$ cat config.mk
export PLATFORM = sky130hd
export DESIGN_NAME = page_translate_clock_replace
export DESIGN_NICKNAME = d
export VERILOG_FILES = /design/src/design/ptc_pkg.sv /design/src/design/ptc_cfg_regs.sv /design/src/design/ptc_table_ram.sv /design/src/design/ptc_walk_ctrl.sv /design/src/design/page_translate_clock_replace.sv
export SDC_FILE = /design/constraint.sdc
export NUM_CORES = 2
export LEC_CHECK = 0
export ABC_AREA = 1
export BUFFER_PORTS_ARGS = -buffer_cell sky130_fd_sc_hd__buf_2
export CAP_MARGIN = 5
export CORE_ASPECT_RATIO = 0.7
export CORE_UTILIZATION = 60
export DETAILED_ROUTE_END_ITERATION = 10
export PLACE_DENSITY = 0.77
export SKIP_LAST_GASP = 1
export SYNTH_ARGS = -nofsm -noshare
export SYNTH_HDL_FRONTEND = slang
export SYNTH_HIERARCHICAL = 1
export SYNTH_SLANG_ARGS = --single-unit
export TNS_END_PERCENT = 20
$ cat constraint.sdc
create_clock -name clk_i -period 9.84 [get_ports clk_i]
set_input_delay 0.492 -clock clk_i [delete_from_list [all_inputs] [get_ports clk_i]]
set_output_delay 0.492 -clock clk_i [all_outputs]
set_load 0.02 [all_outputs]
$ cat src/design/ptc_pkg.sv
// Shared types and constants for the page table translator with clock replacement.
package ptc_pkg;

  localparam int PA_W       = 32;
  localparam int STATUS_W   = 3;
  localparam int CFG_IDX_W  = 2;
  localparam int CFG_DATA_W = 7;

  localparam logic [STATUS_W-1:0] STAT_LOADED    = 3'd0;
  localparam logic [STATUS_W-1:0] STAT_HIT       = 3'd1;
  localparam logic [STATUS_W-1:0] STAT_REPLACED  = 3'd2;
  localparam logic [STATUS_W-1:0] STAT_SEGFAULT  = 3'd3;
  localparam logic [STATUS_W-1:0] STAT_DISKFAULT = 3'd4;
  localparam logic [STATUS_W-1:0] STAT_NOVICTIM  = 3'd5;

  localparam logic [CFG_IDX_W-1:0] CFG_PAGE_SHIFT   = 2'd0;
  localparam logic [CFG_IDX_W-1:0] CFG_ENTRY_COUNT  = 2'd1;
  localparam logic [CFG_IDX_W-1:0] CFG_PA_BITS      = 2'd2;
  localparam logic [CFG_IDX_W-1:0] CFG_CLOCK_ENABLE = 2'd3;

  typedef struct packed {
    logic [4:0] page_shift;
    logic [6:0] entry_count;
    logic [5:0] pa_bits;
    logic       clock_enable;
  } cfg_t;

endpackage

$ cat src/design/ptc_cfg_regs.sv
// Configuration register file for the page table translator.
module ptc_cfg_regs
  import ptc_pkg::*;
(
  input  logic                  clk_i,
  input  logic                  rst_ni,
  input  logic                  cfg_valid_i,
  output logic                  cfg_ready_o,
  input  logic [CFG_IDX_W-1:0]  cfg_index_i,
  input  logic [CFG_DATA_W-1:0] cfg_data_i,
  output cfg_t                  cfg_o
);

  cfg_t cfg_q, cfg_d;

  assign cfg_ready_o = 1'b1;
  assign cfg_o       = cfg_q;

  always_comb begin
    cfg_d = cfg_q;
    if (cfg_valid_i) begin
      case (cfg_index_i)
        CFG_PAGE_SHIFT:   cfg_d.page_shift   = cfg_data_i[4:0];
        CFG_ENTRY_COUNT:  cfg_d.entry_count  = cfg_data_i[6:0];
        CFG_PA_BITS:      cfg_d.pa_bits      = cfg_data_i[5:0];
        CFG_CLOCK_ENABLE: cfg_d.clock_enable = cfg_data_i[0];
        default:          cfg_d = cfg_q;
      endcase
    end
  end

  always_ff @(posedge clk_i or negedge rst_ni) begin
    if (!rst_ni) begin
      cfg_q.page_shift   <= 5'd12;
      cfg_q.entry_count  <= 7'd64;
      cfg_q.pa_bits      <= 6'd32;
      cfg_q.clock_enable <= 1'b1;
    end else begin
      cfg_q <= cfg_d;
    end
  end

endmodule

$ cat src/design/ptc_table_ram.sv
// Page table storage: one write port and one registered read port.
module ptc_table_ram #(
  parameter int DEPTH = 64,
  parameter int WIDTH = 19
) (
  input  logic                     clk_i,
  input  logic                     wr_en_i,
  input  logic [$clog2(DEPTH)-1:0] wr_addr_i,
  input  logic [WIDTH-1:0]         wr_data_i,
  input  logic                     rd_en_i,
  input  logic [$clog2(DEPTH)-1:0] rd_addr_i,
  output logic [WIDTH-1:0]         rd_data_o
);

  logic [WIDTH-1:0] mem [DEPTH];
  logic [WIDTH-1:0] rd_data_q;

  assign rd_data_o = rd_data_q;

  always_ff @(posedge clk_i) begin
    if (wr_en_i) begin
      mem[wr_addr_i] <= wr_data_i;
    end
  end

  always_ff @(posedge clk_i) begin
    if (rd_en_i) begin
      rd_data_q <= mem[rd_addr_i];
    end
  end

endmodule

$ cat src/design/ptc_walk_ctrl.sv
// Sequencer: lookup, fault decode and clock hand walk over the page table.
module ptc_walk_ctrl
  import ptc_pkg::*;
#(
  parameter int TABLE_DEPTH = 64,
  parameter int FRAME_BITS  = 16,
  parameter int ADDR_BITS   = 32,
  localparam int IDX_W      = $clog2(TABLE_DEPTH),
  localparam int WORD_W     = FRAME_BITS + 3
) (
  input  logic                  clk_i,
  input  logic                  rst_ni,
  input  cfg_t                  cfg_i,
  input  logic                  in_valid_i,
  output logic                  in_stall_o,
  input  logic                  opcode_i,
  input  logic [ADDR_BITS-1:0]  virtual_address_i,
  input  logic [IDX_W-1:0]      entry_index_i,
  input  logic                  entry_valid_i,
  input  logic                  entry_backed_i,
  input  logic [FRAME_BITS-1:0] entry_frame_i,
  input  logic                  entry_used_i,
  output logic                  res_valid_o,
  input  logic                  res_ready_i,
  output logic [STATUS_W-1:0]   res_status_o,
  output logic [PA_W-1:0]       res_pa_o,
  output logic [IDX_W-1:0]      res_victim_o,
  output logic                  rd_en_o,
  output logic [IDX_W-1:0]      rd_addr_o,
  input  logic [WORD_W-1:0]     rd_data_i,
  output logic                  wr_en_o,
  output logic [IDX_W-1:0]      wr_addr_o,
  output logic [WORD_W-1:0]     wr_data_o
);

  localparam int CNT_W = ($clog2(TABLE_DEPTH + 1) > 7) ? $clog2(TABLE_DEPTH + 1) : 7;
  localparam int CMP_W = (ADDR_BITS > CNT_W) ? ADDR_BITS : CNT_W;
  localparam int VA_W  = (ADDR_BITS > PA_W) ? ADDR_BITS : PA_W;

  localparam logic [2:0] S_IDLE   = 3'd0;
  localparam logic [2:0] S_LOAD   = 3'd1;
  localparam logic [2:0] S_DECODE = 3'd2;
  localparam logic [2:0] S_PAGE   = 3'd3;
  localparam logic [2:0] S_WALK   = 3'd4;
  localparam logic [2:0] S_FIX    = 3'd5;

  function automatic logic [PA_W-1:0] make_pa(input logic [FRAME_BITS-1:0] fr,
                                              input logic [ADDR_BITS-1:0]  va,
                                              input cfg_t                  c);
    logic [VA_W-1:0] va_w;
    logic [PA_W-1:0] off_mask;
    logic [PA_W:0]   wide;
    logic [PA_W-1:0] base;
    logic [5:0]      pw;
    va_w     = VA_W'(va);
    off_mask = (PA_W'(1) << c.page_shift) - PA_W'(1);
    pw       = (c.pa_bits > 6'(PA_W)) ? 6'(PA_W) : c.pa_bits;
    wide     = ((PA_W + 1)'(1) << pw) - (PA_W + 1)'(1);
    base     = (PA_W'(fr) << c.page_shift) | (va_w[PA_W-1:0] & off_mask);
    return base & wide[PA_W-1:0];
  endfunction

  logic [2:0]            state_q, state_d;
  logic [IDX_W-1:0]      hand_q, hand_d;
  logic [ADDR_BITS-1:0]  va_q;
  logic [IDX_W-1:0]      idx_q;
  logic                  ev_q, eb_q, eu_q;
  logic [FRAME_BITS-1:0] ef_q;
  logic [IDX_W-1:0]      page_q, page_d;
  logic [IDX_W-1:0]      h_q, h_d;
  logic [CNT_W-1:0]      vis_q, vis_d;
  logic                  seen_q, seen_d;
  logic [IDX_W-1:0]      vic_idx_q, vic_idx_d;
  logic [FRAME_BITS-1:0] vic_frame_q, vic_frame_d;

  logic                  accept;
  logic [CNT_W-1:0]      cnt_raw, n;
  logic [ADDR_BITS-1:0]  vpn;
  logic                  e_valid, e_backed, e_used;
  logic [FRAME_BITS-1:0] e_frame;
  logic [CNT_W-1:0]      h_inc;
  logic [IDX_W-1:0]      h_next;

  assign e_valid  = rd_data_i[WORD_W-1];
  assign e_backed = rd_data_i[WORD_W-2];
  assign e_used   = rd_data_i[WORD_W-3];
  assign e_frame  = rd_data_i[FRAME_BITS-1:0];

  assign cnt_raw = CNT_W'(cfg_i.entry_count);
  assign n = (cnt_raw == '0) ? CNT_W'(1) :
             (cnt_raw > CNT_W'(TABLE_DEPTH)) ? CNT_W'(TABLE_DEPTH) : cnt_raw;

  assign vpn    = va_q >> cfg_i.page_shift;
  assign h_inc  = CNT_W'(h_q) + CNT_W'(1);
  assign h_next = (h_inc >= n) ? '0 : h_inc[IDX_W-1:0];

  assign accept     = in_valid_i && (state_q == S_IDLE);
  assign in_stall_o = (state_q != S_IDLE);

  always_comb begin
    state_d      = state_q;
    hand_d       = hand_q;
    page_d       = page_q;
    h_d          = h_q;
    vis_d        = vis_q;
    seen_d       = seen_q;
    vic_idx_d    = vic_idx_q;
    vic_frame_d  = vic_frame_q;
    res_valid_o  = 1'b0;
    res_status_o = STAT_LOADED;
    res_pa_o     = '0;
    res_victim_o = '0;
    rd_en_o      = 1'b0;
    rd_addr_o    = page_q;
    wr_en_o      = 1'b0;
    wr_addr_o    = page_q;
    wr_data_o    = rd_data_i;
    case (state_q)
      S_IDLE: begin
        if (accept) begin
          state_d = opcode_i ? S_DECODE : S_LOAD;
        end
      end
      S_LOAD: begin
        res_valid_o = 1'b1;
        if (res_ready_i) begin
          wr_en_o   = ((IDX_W + 1)'(idx_q) < (IDX_W + 1)'(TABLE_DEPTH));
          wr_addr_o = idx_q;
          wr_data_o = {ev_q, eb_q, eu_q, ef_q};
          state_d   = S_IDLE;
        end
      end
      S_DECODE: begin
        if (CMP_W'(vpn) >= CMP_W'(n)) begin
          res_valid_o  = 1'b1;
          res_status_o = STAT_NOVICTIM;
          if (res_ready_i) begin
            state_d = S_IDLE;
          end
        end else begin
          rd_en_o   = 1'b1;
          rd_addr_o = vpn[IDX_W-1:0];
          page_d    = vpn[IDX_W-1:0];
          state_d   = S_PAGE;
        end
      end
      S_PAGE: begin
        if (e_valid) begin
          res_valid_o  = 1'b1;
          res_status_o = STAT_HIT;
          res_pa_o     = make_pa(e_frame, va_q, cfg_i);
          if (res_ready_i) begin
            wr_en_o   = 1'b1;
            wr_data_o = {1'b1, e_backed, 1'b1, e_frame};
            state_d   = S_IDLE;
          end
        end else if (!e_backed || !cfg_i.clock_enable) begin
          res_valid_o  = 1'b1;
          res_status_o = e_backed ? STAT_DISKFAULT : STAT_SEGFAULT;
          if (res_ready_i) begin
            state_d = S_IDLE;
          end
        end else begin
          h_d       = (CNT_W'(hand_q) < n) ? hand_q : '0;
          rd_en_o   = 1'b1;
          rd_addr_o = h_d;
          vis_d     = '0;
          seen_d    = 1'b0;
          state_d   = S_WALK;
        end
      end
      S_WALK: begin
        wr_addr_o = h_q;
        if (e_valid) begin
          seen_d = 1'b1;
          wr_en_o = 1'b1;
          wr_data_o = {e_valid, e_backed, 1'b0, e_frame};
          if (e_used) begin
            rd_en_o   = 1'b1;
            rd_addr_o = h_next;
            h_d       = h_next;
          end else begin
            wr_data_o   = {1'b0, e_backed, 1'b0, e_frame};
            vic_idx_d   = h_q;
            vic_frame_d = e_frame;
            hand_d      = h_next;
            state_d     = S_FIX;
          end
        end else if (!seen_q && (vis_q + CNT_W'(1) == n)) begin
          res_valid_o  = 1'b1;
          res_status_o = STAT_NOVICTIM;
          if (res_ready_i) begin
            state_d = S_IDLE;
          end
        end else begin
          rd_en_o   = 1'b1;
          rd_addr_o = h_next;
          h_d       = h_next;
          vis_d     = vis_q + CNT_W'(1);
        end
      end
      S_FIX: begin
        res_valid_o  = 1'b1;
        res_status_o = STAT_REPLACED;
        res_pa_o     = make_pa(vic_frame_q, va_q, cfg_i);
        res_victim_o = vic_idx_q;
        if (res_ready_i) begin
          wr_en_o   = 1'b1;
          wr_data_o = {1'b1, 1'b1, 1'b1, vic_frame_q};
          state_d   = S_IDLE;
        end
      end
      default: begin
        state_d = S_IDLE;
      end
    endcase
  end

  always_ff @(posedge clk_i or negedge rst_ni) begin
    if (!rst_ni) begin
      state_q <= S_IDLE;
      hand_q  <= '0;
    end else begin
      state_q <= state_d;
      hand_q  <= hand_d;
    end
  end

  always_ff @(posedge clk_i) begin
    if (accept) begin
      va_q  <= virtual_address_i;
      idx_q <= entry_index_i;
      ev_q  <= entry_valid_i;
      eb_q  <= entry_backed_i;
      ef_q  <= entry_frame_i;
      eu_q  <= entry_used_i;
    end
    page_q      <= page_d;
    h_q         <= h_d;
    vis_q       <= vis_d;
    seen_q      <= seen_d;
    vic_idx_q   <= vic_idx_d;
    vic_frame_q <= vic_frame_d;
  end

endmodule

$ cat src/design/page_translate_clock_replace.sv
// Top level: page table translation with clock replacement.
//
//  channel | direction | handshake             | payload
//  in      | input     | in_valid_i/in_stall_o | opcode, virtual_address, entry_*
//  out     | output    | out_valid_o/out_stall_i | status, physical_address, victim_index
//  cfg     | input     | cfg_valid_i/cfg_ready_o | cfg_index_i, cfg_data_i
//
// Each step of the clock walk reads one entry through the single table read port; the
// clock hand visits at most about twice the entry count in one walk.
// Reset clears the sequencer, the clock hand and the output valid flag and loads the
// configuration defaults; table contents stay undefined until loaded. The result
// register lets a new item in while a result waits under out_stall_i; a finished item
// holds in the sequencer until it drains.
module page_translate_clock_replace
  import ptc_pkg::*;
#(
  parameter int TABLE_DEPTH = 64,
  parameter int FRAME_BITS  = 16,
  parameter int ADDR_BITS   = 32
) (
  input  logic                             clk_i,
  input  logic                             rst_ni,
  input  logic                             in_valid_i,
  output logic                             in_stall_o,
  input  logic                             opcode_i,
  input  logic [ADDR_BITS-1:0]             virtual_address_i,
  input  logic [$clog2(TABLE_DEPTH)-1:0]   entry_index_i,
  input  logic                             entry_valid_i,
  input  logic                             entry_backed_i,
  input  logic [FRAME_BITS-1:0]            entry_frame_i,
  input  logic                             entry_used_i,
  output logic                             out_valid_o,
  input  logic                             out_stall_i,
  output logic [STATUS_W-1:0]              status_o,
  output logic [PA_W-1:0]                  physical_address_o,
  output logic [$clog2(TABLE_DEPTH)-1:0]   victim_index_o,
  input  logic                             cfg_valid_i,
  output logic                             cfg_ready_o,
  input  logic [CFG_IDX_W-1:0]             cfg_index_i,
  input  logic [CFG_DATA_W-1:0]            cfg_data_i
);

  localparam int IDX_W  = $clog2(TABLE_DEPTH);
  localparam int WORD_W = FRAME_BITS + 3;

  cfg_t              cfg;
  logic              res_valid, res_ready;
  logic [STATUS_W-1:0] res_status;
  logic [PA_W-1:0]   res_pa;
  logic [IDX_W-1:0]  res_victim;
  logic              rd_en, wr_en;
  logic [IDX_W-1:0]  rd_addr, wr_addr;
  logic [WORD_W-1:0] rd_data, wr_data;

  logic                out_valid_q, out_valid_d;
  logic [STATUS_W-1:0] status_q;
  logic [PA_W-1:0]     pa_q;
  logic [IDX_W-1:0]    victim_q;

  ptc_cfg_regs u_cfg (
    .clk_i       (clk_i),
    .rst_ni      (rst_ni),
    .cfg_valid_i (cfg_valid_i),
    .cfg_ready_o (cfg_ready_o),
    .cfg_index_i (cfg_index_i),
    .cfg_data_i  (cfg_data_i),
    .cfg_o       (cfg)
  );

  ptc_table_ram #(
    .DEPTH (TABLE_DEPTH),
    .WIDTH (WORD_W)
  ) u_ram (
    .clk_i     (clk_i),
    .wr_en_i   (wr_en),
    .wr_addr_i (wr_addr),
    .wr_data_i (wr_data),
    .rd_en_i   (rd_en),
    .rd_addr_i (rd_addr),
    .rd_data_o (rd_data)
  );

  ptc_walk_ctrl #(
    .TABLE_DEPTH (TABLE_DEPTH),
    .FRAME_BITS  (FRAME_BITS),
    .ADDR_BITS   (ADDR_BITS)
  ) u_ctrl (
    .clk_i             (clk_i),
    .rst_ni            (rst_ni),
    .cfg_i             (cfg),
    .in_valid_i        (in_valid_i),
    .in_stall_o        (in_stall_o),
    .opcode_i          (opcode_i),
    .virtual_address_i (virtual_address_i),
    .entry_index_i     (entry_index_i),
    .entry_valid_i     (entry_valid_i),
    .entry_backed_i    (entry_backed_i),
    .entry_frame_i     (entry_frame_i),
    .entry_used_i      (entry_used_i),
    .res_valid_o       (res_valid),
    .res_ready_i       (res_ready),
    .res_status_o      (res_status),
    .res_pa_o          (res_pa),
    .res_victim_o      (res_victim),
    .rd_en_o           (rd_en),
    .rd_addr_o         (rd_addr),
    .rd_data_i         (rd_data),
    .wr_en_o           (wr_en),
    .wr_addr_o         (wr_addr),
    .wr_data_o         (wr_data)
  );

  assign res_ready = !out_valid_q || !out_stall_i;

  always_comb begin
    out_valid_d = out_valid_q;
    if (res_valid && res_ready) begin
      out_valid_d = 1'b1;
    end else if (!out_stall_i) begin
      out_valid_d = 1'b0;
    end
  end

  always_ff @(posedge clk_i or negedge rst_ni) begin
    if (!rst_ni) begin
      out_valid_q <= 1'b0;
    end else begin
      out_valid_q <= out_valid_d;
    end
  end

  always_ff @(posedge clk_i) begin
    if (res_valid && res_ready) begin
      status_q <= res_status;
      pa_q     <= res_pa;
      victim_q <= res_victim;
    end
  end

  assign out_valid_o        = out_valid_q;
  assign status_o           = status_q;
  assign physical_address_o = pa_q;
  assign victim_index_o     = victim_q;

endmodule

After elaboration in Yosys (flattened, before gate mapping):

Memories as Yosys holds them, arrays and structs flattened. A register that Yosys moved wholly into a read port is not among the register bits.
Index checks and enable logic that the tools add are counted.
W data, S select, Z words.

* input port bits: 72
* memories: 1
* latch bits: 0
* output and inout bits: 44
* register bits: 169
* memory bits (read-only): 0
* RAM bits: 1216

* div/mod/pow operators: 0
* multipliers: 0
* reduce and logical (&&, ||, !) cells: 25
* shift-type cells: 5
* order comparisons: 5
* bitwise operators: 6
* eq/ne operators: 20
* muxes and demuxes: 76
* add/subtract/negate cells: 4

Memory list
* u_ram.mem: depth 64, width 19, rd ports 1, clocked after Yosys merged registers in 1, wr ports 1, line ptc_table_ram.sv:15 `logic [WIDTH-1:0] mem [DEPTH];`

Operators by type and width (count)
* $and A32 B32 Y32: 3
* $mux W19: 5
* $mux W6: 15
* $pmux W19 S4: 1
* $or A32 B32 Y32: 2
* $pmux W32 S2: 1
* $shl A16 B5 Y32: 2
* $sub A32 B2 Y32 const B: 2
* $mux W3: 14
* $mux W7: 6
* $ge A32 B7 Y1: 1
* $mux W32: 1
* $shl A1 B5 Y32 const A: 1
* $shl A1 B6 Y32 const A: 1
* $shr A32 B5 Y32: 1
* $pmux W6 S2: 2
* $mux W1: 21
* $pmux W6 S3: 1
* $mux W17: 1
* $pmux W3 S5: 1
* $pmux W7 S2: 1
* $pmux W3 S4: 1
* $ne A2 B2 Y1 const B: 5
* $reduce_and A5 Y1: 2
* other kinds (32): 50

Logic depth before layout (Yosys ltp):

* word-level depth: 10
* mapped depth: 42
* mapped depth without buffers: 35

Hierarchy:

Netlist, hierarchy kept.

By module, submodules not included
* ptc_table_ram: instances 1, sequential area each 37085.6 um^2, area each 49832.8 um^2, cells each 4160
* ptc_walk_ctrl: instances 1, sequential area each 3198.1 um^2, area each 11410.9 um^2, cells each 1873
* page_translate_clock_replace: instances 1, sequential area each 1256.2 um^2, area each 1272.5 um^2, cells each 46
* ptc_cfg_regs: instances 1, sequential area each 481.7 um^2, area each 813.3 um^2, cells each 89

Worst setup path before layout:

Ideal clock, no wire load.

* path kind: reg2reg
* start: reg u_cfg.cfg_q (netlist bit u_cfg/cfg_o[16])
* end: reg pa_q[0] (netlist: physical_address_o[0]), enable pin
* slack: 4.606 ns
* data arrival time: 4.781 ns
* cell stages (with the launch flop): 27
* required time: 9.387 ns
* cell sequence: dfstp_2 inv_1 buf_4 buf_4 buf_2 buf_2 nand3_1 nand3_1 o211ai_1 inv_2 ha_1 nand2_1 nand3b_1 nand2_1 nand2_1 nand2_1 nand2_1 nand2_1 nand2_1 nand2_1 nand2_1 nor2_4 nand3_4 nand2_1 a21oi_1 inv_1 a21oi_1

* cells in the longest elaborated chain, start to end: 5

Ends and longest elaborated chain
* start: declaration: line ptc_cfg_regs.sv:14 `cfg_t cfg_q, cfg_d;`
* start signal: assignment: line ptc_cfg_regs.sv:39 `cfg_q <= cfg_d;`
* $shr A32 B5 Y32: line ptc_walk_ctrl.sv:93 `assign vpn = va_q >> cfg_i.page_shift;`
* $ge A32 B7 Y1: line ptc_walk_ctrl.sv:134 `if (CMP_W'(vpn) >= CMP_W'(n)) begin`
* $mux W1: line ptc_walk_ctrl.sv:134
* $pmux W1 S4: line ptc_walk_ctrl.sv:118 `case (state_q)`
* via res_valid: line page_translate_clock_replace.sv:47 `logic res_valid, res_ready;`
* $logic_and A1 B1 Y1: line page_translate_clock_replace.sv:133 `if (res_valid && res_ready) begin`
* end signal: assignment: line page_translate_clock_replace.sv:135 `pa_q <= res_pa;`
* end: declaration: line page_translate_clock_replace.sv:57 `logic [PA_W-1:0] pa_q;`

The timed path passes the listed nets, and every way through them passes these cells.
A chain may end at the register's enable or synchronous reset.

Worst setup path in the final report:

* start: reg u_cfg.cfg_q (netlist bit u_cfg/cfg_o[17])
* end: reg u_ram.rd_data_q[6] (netlist: u_ram/rd_data_o[6]), read port of u_ram.mem, data pin

* cells in the longest elaborated chain, start to end: 4

Ends and longest elaborated chain
* $shr A32 B5 Y32 *: line ptc_walk_ctrl.sv:93
* $ge A32 B7 Y1: line ptc_walk_ctrl.sv:134
* $mux W6 *
* $pmux W6 S3 *: line ptc_walk_ctrl.sv:118
* via rd_addr[1]: line page_translate_clock_replace.sv:52 `logic [IDX_W-1:0] rd_addr, wr_addr;`
* end: declaration: line ptc_table_ram.sv:16 `logic [WIDTH-1:0] rd_data_q;`

Mark *: on every way through the listed nets, which the timed path passes. The rest lies on a longest branch.

==> flow_summary.toml <==
[synthesis]
synth_ff_type = "sky130_fd_sc_hd__edfxtp_1"
async_flop_share_pct = 2.066
synth-seq-cells = 1404
post_synth_inst_count = 6168
ys.warnings.count = 6
ys_top_cells_by_area = "sky130_fd_sc_hd__edfxtp_1 (65%), sky130_fd_sc_hd__nand2_1 (13%), sky130_fd_sc_hd__nand3_1 (9.9%), sky130_fd_sc_hd__nor2_1 (1.4%), sky130_fd_sc_hd__buf_2 (1.4%)"
synth-edff-count = 1375
synth_top_area_cell = "sky130_fd_sc_hd__edfxtp_1"
synth.distinct_cells = 60
synth_largest_type_area_fraction_pct = 65.20
syn_nets = 6265
syn_area_per_cell_um2 = 10.27
yosysSeqAreaShare_pct = 66.35
synthesis.area_um2 = 63330

[clock_network]
clock_sinks = 1404
ctsHtreeMaxLevel = 4
cts_tree = "yes"
clock_slew_at_reported_path_ffs_ns = 0.07
holdBufCountCts = 64
cts_root_buffer = "sky130_fd_sc_hd__clkbuf_16"
clock_tree.buffer_depth = 3
worst_skew_pair.late_latency_ns = 0.78
post_cts_resized = 0
post-cts-setup-buffers = 0
numCtsBuffers = 134

[routing]
drt.antenna.violating_nets = 0
drt-initial-drc-count = 8081
finalWirelength_um = 196200
drtPass1Iterations = 7
route.top_layer_used = "met5"
total_number_of_vias = 48510
met1Wirelength_um = 78690
wl_per_cell_um = 25.25
route.detailed.drc = 0
route.detailed.vias_per_inst = 6.244
sum_of_met3_wire_segment_lengths_after_detailed_routing_um = 31030
route.met2.wl_um = 80960

[placement]
post-dp-hpwl_um = 120100
port_buffers = 114
dpl.cell_count = 7465
place_congestion = 1.022
dp_worst_setup_slack_ns = 2.471
placed_cell_area_um2 = 65280

[sta]
hold_slack_ns = 0.04345
setup_ws_ns = 2.171
final.period_utilization_pct = 77.94
fmaxAchievable_mhz = 130.4
setup_repair_after_global_routing_missed_its_margin = "no"
timing.final.setup_violations = 0
maxSlewViolCount = 0
final.setup.tns_ns = 0
post-route-min-period_ns = 7.669
timing.slew.headroom_pct = 11.90
worst_slew_pin_slew_ns = 1.318
fin_worst_skew_ns = 0.04359
timing.final.hold_violations = 0

[critical_path]
cp_max_fo = 122
cp_slowest_stage_delay_ns = 0.83
cp_dominant_cell_by_count = "sky130_fd_sc_hd__nand2_1"
critical_path_arrival_ns = 8.17
timing.critical_path.required_ns = 10.34
critical_path.endpoint_type = "flop"
crit_path_start = "u_cfg/cfg_o[17]"
crit_path_top_delay_cell = "sky130_fd_sc_hd__inv_8"
worst_r2r_path_depth = 32
reg2reg_launch_point = "u_cfg/cfg_o[17]"
rr_endpoint = "u_ram/rd_data_o[6]"
start_kind = "flop"
reg2reg_slack_ns = 2.17
timing.critical_path.to = "u_ram/rd_data_o[6]"
worst-setup-path-type = "reg2reg"

[power_and_ir_drop]
vdd_drop_max_v = 0.0003142
power.static_leakage_nw = 26.51
switching_power_share_of_the_total_pct = 45.44
p_per_area_nw_per_um2 = 333.6
cellInternalPower_w = 0.01277
seq_power_share_pct = 32.8
power_frac_comb_pct = 45.6
net-switching-power_w = 0.01063
power.share.clock_pct = 21.6

[floorplanning]
floorplan.core_area_um2 = 104400
initial_cell_density_of_the_core_pct = 60.65
dieArea_um2 = 106900
rows = 99
design.portCount = 116
chipWidth_um = 390.3
die_height_um = 273.8

[layout]
layout_nets = 6348
finalNonFillerCells = 7768
filler_cell_count = 7739
area.growth.synth_to_final_pct = 10.76
layout-drive-gt1-share_pct = 9.052
post-route-cell-area_um2 = 70150

[flow_run]
drv.max_cap_violation_count = 0

[global_routing]
grt_start_max_net_pins = 210
globalRouteOverflowTotal = 0
globalRouteTotalUtil_pct = 36.54
antenna_violations_before_repair = 2
grt_pass1_wl_um = 287300
grt_pass1_vias = 44120

[outcome]
outcome = "finished, final reports clean"

[hold_path]
min-delay-path-class = "in2reg"
[worst max-delay path: cells and delay by family (launching register included)]
kind | cells | cell delay, ns
fa+ha+maj | 1 | 0.34
buf+inv | 6 | 2.31
flops | 1 | 0.52
simple gates | 25 | 3.88
[worst min path at each step]
stage                      from                end  slack, ns  cells past startpoint
2_1_floorplan            rst_ni        out_valid_o       0.20                      0
6_report               opcode_i  u_ctrl/state_q[1]       0.04                      4
5_1_grt              in_valid_i  u_ctrl/state_q[2]       0.04                      3
3_5_place_dp   u_ctrl/hand_q[0]   u_ctrl/hand_q[0]       0.48                      2
3_3_place_gp   u_ctrl/hand_q[0]   u_ctrl/hand_q[0]       0.47                      2
4_1_cts                opcode_i  u_ctrl/state_q[1]       0.01                      4
[cells in the final DEF (no fill, tap or decap), types with 9 or more instances in the layout]
cell type                       count
sky130_fd_sc_hd__nor2_1           180
sky130_fd_sc_hd__xor2_1            12
sky130_fd_sc_hd__inv_2             16
sky130_fd_sc_hd__clkinv_2          21
sky130_fd_sc_hd__a21oi_1           43
sky130_fd_sc_hd__buf_2            114
sky130_fd_sc_hd__or2_1              9
sky130_fd_sc_hd__dlygate4sd3_1     64
sky130_fd_sc_hd__edfxtp_1        1375
sky130_fd_sc_hd__o211ai_1          16
sky130_fd_sc_hd__dfrtp_1           22
sky130_fd_sc_hd__inv_1            188
sky130_fd_sc_hd__o21ai_0          104
sky130_fd_sc_hd__clkbuf_1          24
sky130_fd_sc_hd__clkbuf_16        136
sky130_fd_sc_hd__nand4_1           47
sky130_fd_sc_hd__o21ai_4           10
sky130_fd_sc_hd__buf_4            117
sky130_fd_sc_hd__o22ai_1           11
sky130_fd_sc_hd__nor2_2            64
sky130_fd_sc_hd__nor3_1            23
sky130_fd_sc_hd__nand2_1         2231
sky130_fd_sc_hd__clkinv_1          29
sky130_fd_sc_hd__nand3_1         1245
sky130_fd_sc_hd__ha_1              25
sky130_fd_sc_hd__o21ai_1           61
sky130_fd_sc_hd__nor2_4             9
[synthesized netlist by cell type (all sizes together), types with 7 or more instances]
cell type / count
nand2: 2240
or2: 13
xor2: 12
dfrtp: 24
o221ai: 7
nand3: 1252
nor4: 8
o211ai: 16
a21oi: 45
buf: 279
a31oi: 8
inv: 208
o22ai: 12
nor2: 253
and2: 7
clkbuf: 76
ha: 25
nor3: 26
edfxtp: 1375
nand4: 47
o21ai: 177
[sequential cells by signal, indices dropped and copies added (netlist names), 3 cells and up]
name / flops
physical_address_o: 32
status_o: 3
u_cfg/cfg_o: 19
u_ctrl/ef_q: 16
u_ctrl/h_q: 6
u_ctrl/hand_q: 6
u_ctrl/idx_q: 6
u_ctrl/page_q: 6
u_ctrl/state_q: 3
u_ctrl/va_q: 32
u_ctrl/vic_frame_q: 16
u_ctrl/vic_idx_q: 6
u_ctrl/vis_q: 7
u_ram/mem: 1216
u_ram/rd_data_o: 19
victim_index_o: 6
[cell type report]
class	instances	area [µm²]	area share, %
Clock inverter	77	729.5	1.040
Inverter	210	819.5	1.168
Sequential cell	1404	42020	59.91
Multi-Input combinational cell	4199	19080	27.19
Timing Repair Buffer	302	2230	3.179
Antenna cell	2	5.005	0.007135
Clock buffer	160	3493	4.980
Tap cell	1414	1769	2.522
[power by group through the flow]
stage	Combinational [W]	Sequential (W)	Clock (W)
detailed placement	0.0102	0.00777	0
global placement	0.0100	0.00777	0
finish	0.0107	0.00767	0.00506
global route	0.0114	0.00768	0.00532
floorplan	0.00662	0.00783	0
CTS	0.0103	0.00765	0.00509
[kinds of logic (layout without fill, tap and decap cells)]
group	count (synthesis)	count (layout)	share of synthesized area, %
other cells	1	3	0.005921
xor+xnor	14	14	0.1936
simple gates	3854	3854	25.89
buf+inv	565	749	4.273
compound gates	301	301	2.723
flops	1404	1404	66.35
mux	4	4	0.06322
fa+ha+maj	25	25	0.4939
[metal layers]
metal / up-vias / GRT usage [%]
met5: - / 1.685
met3: 377 / 12.82
met1: 23190 / 55.27
met4: 8 / 10.43
li1: 21520 / -
met2: 3410 / 49.48
[metrics by stage]
stage | power (W) | utilization [%]
after floorplan | 0.01445 | -
after detailed placement | 0.01798 | 62.51
after global routing | 0.02438 | 67.17
final | 0.02340 | 67.18
after global placement | 0.01782 | 62.51
after CTS | 0.02304 | 67.17
Note: power is estimated with default switching activity, not from simulation.
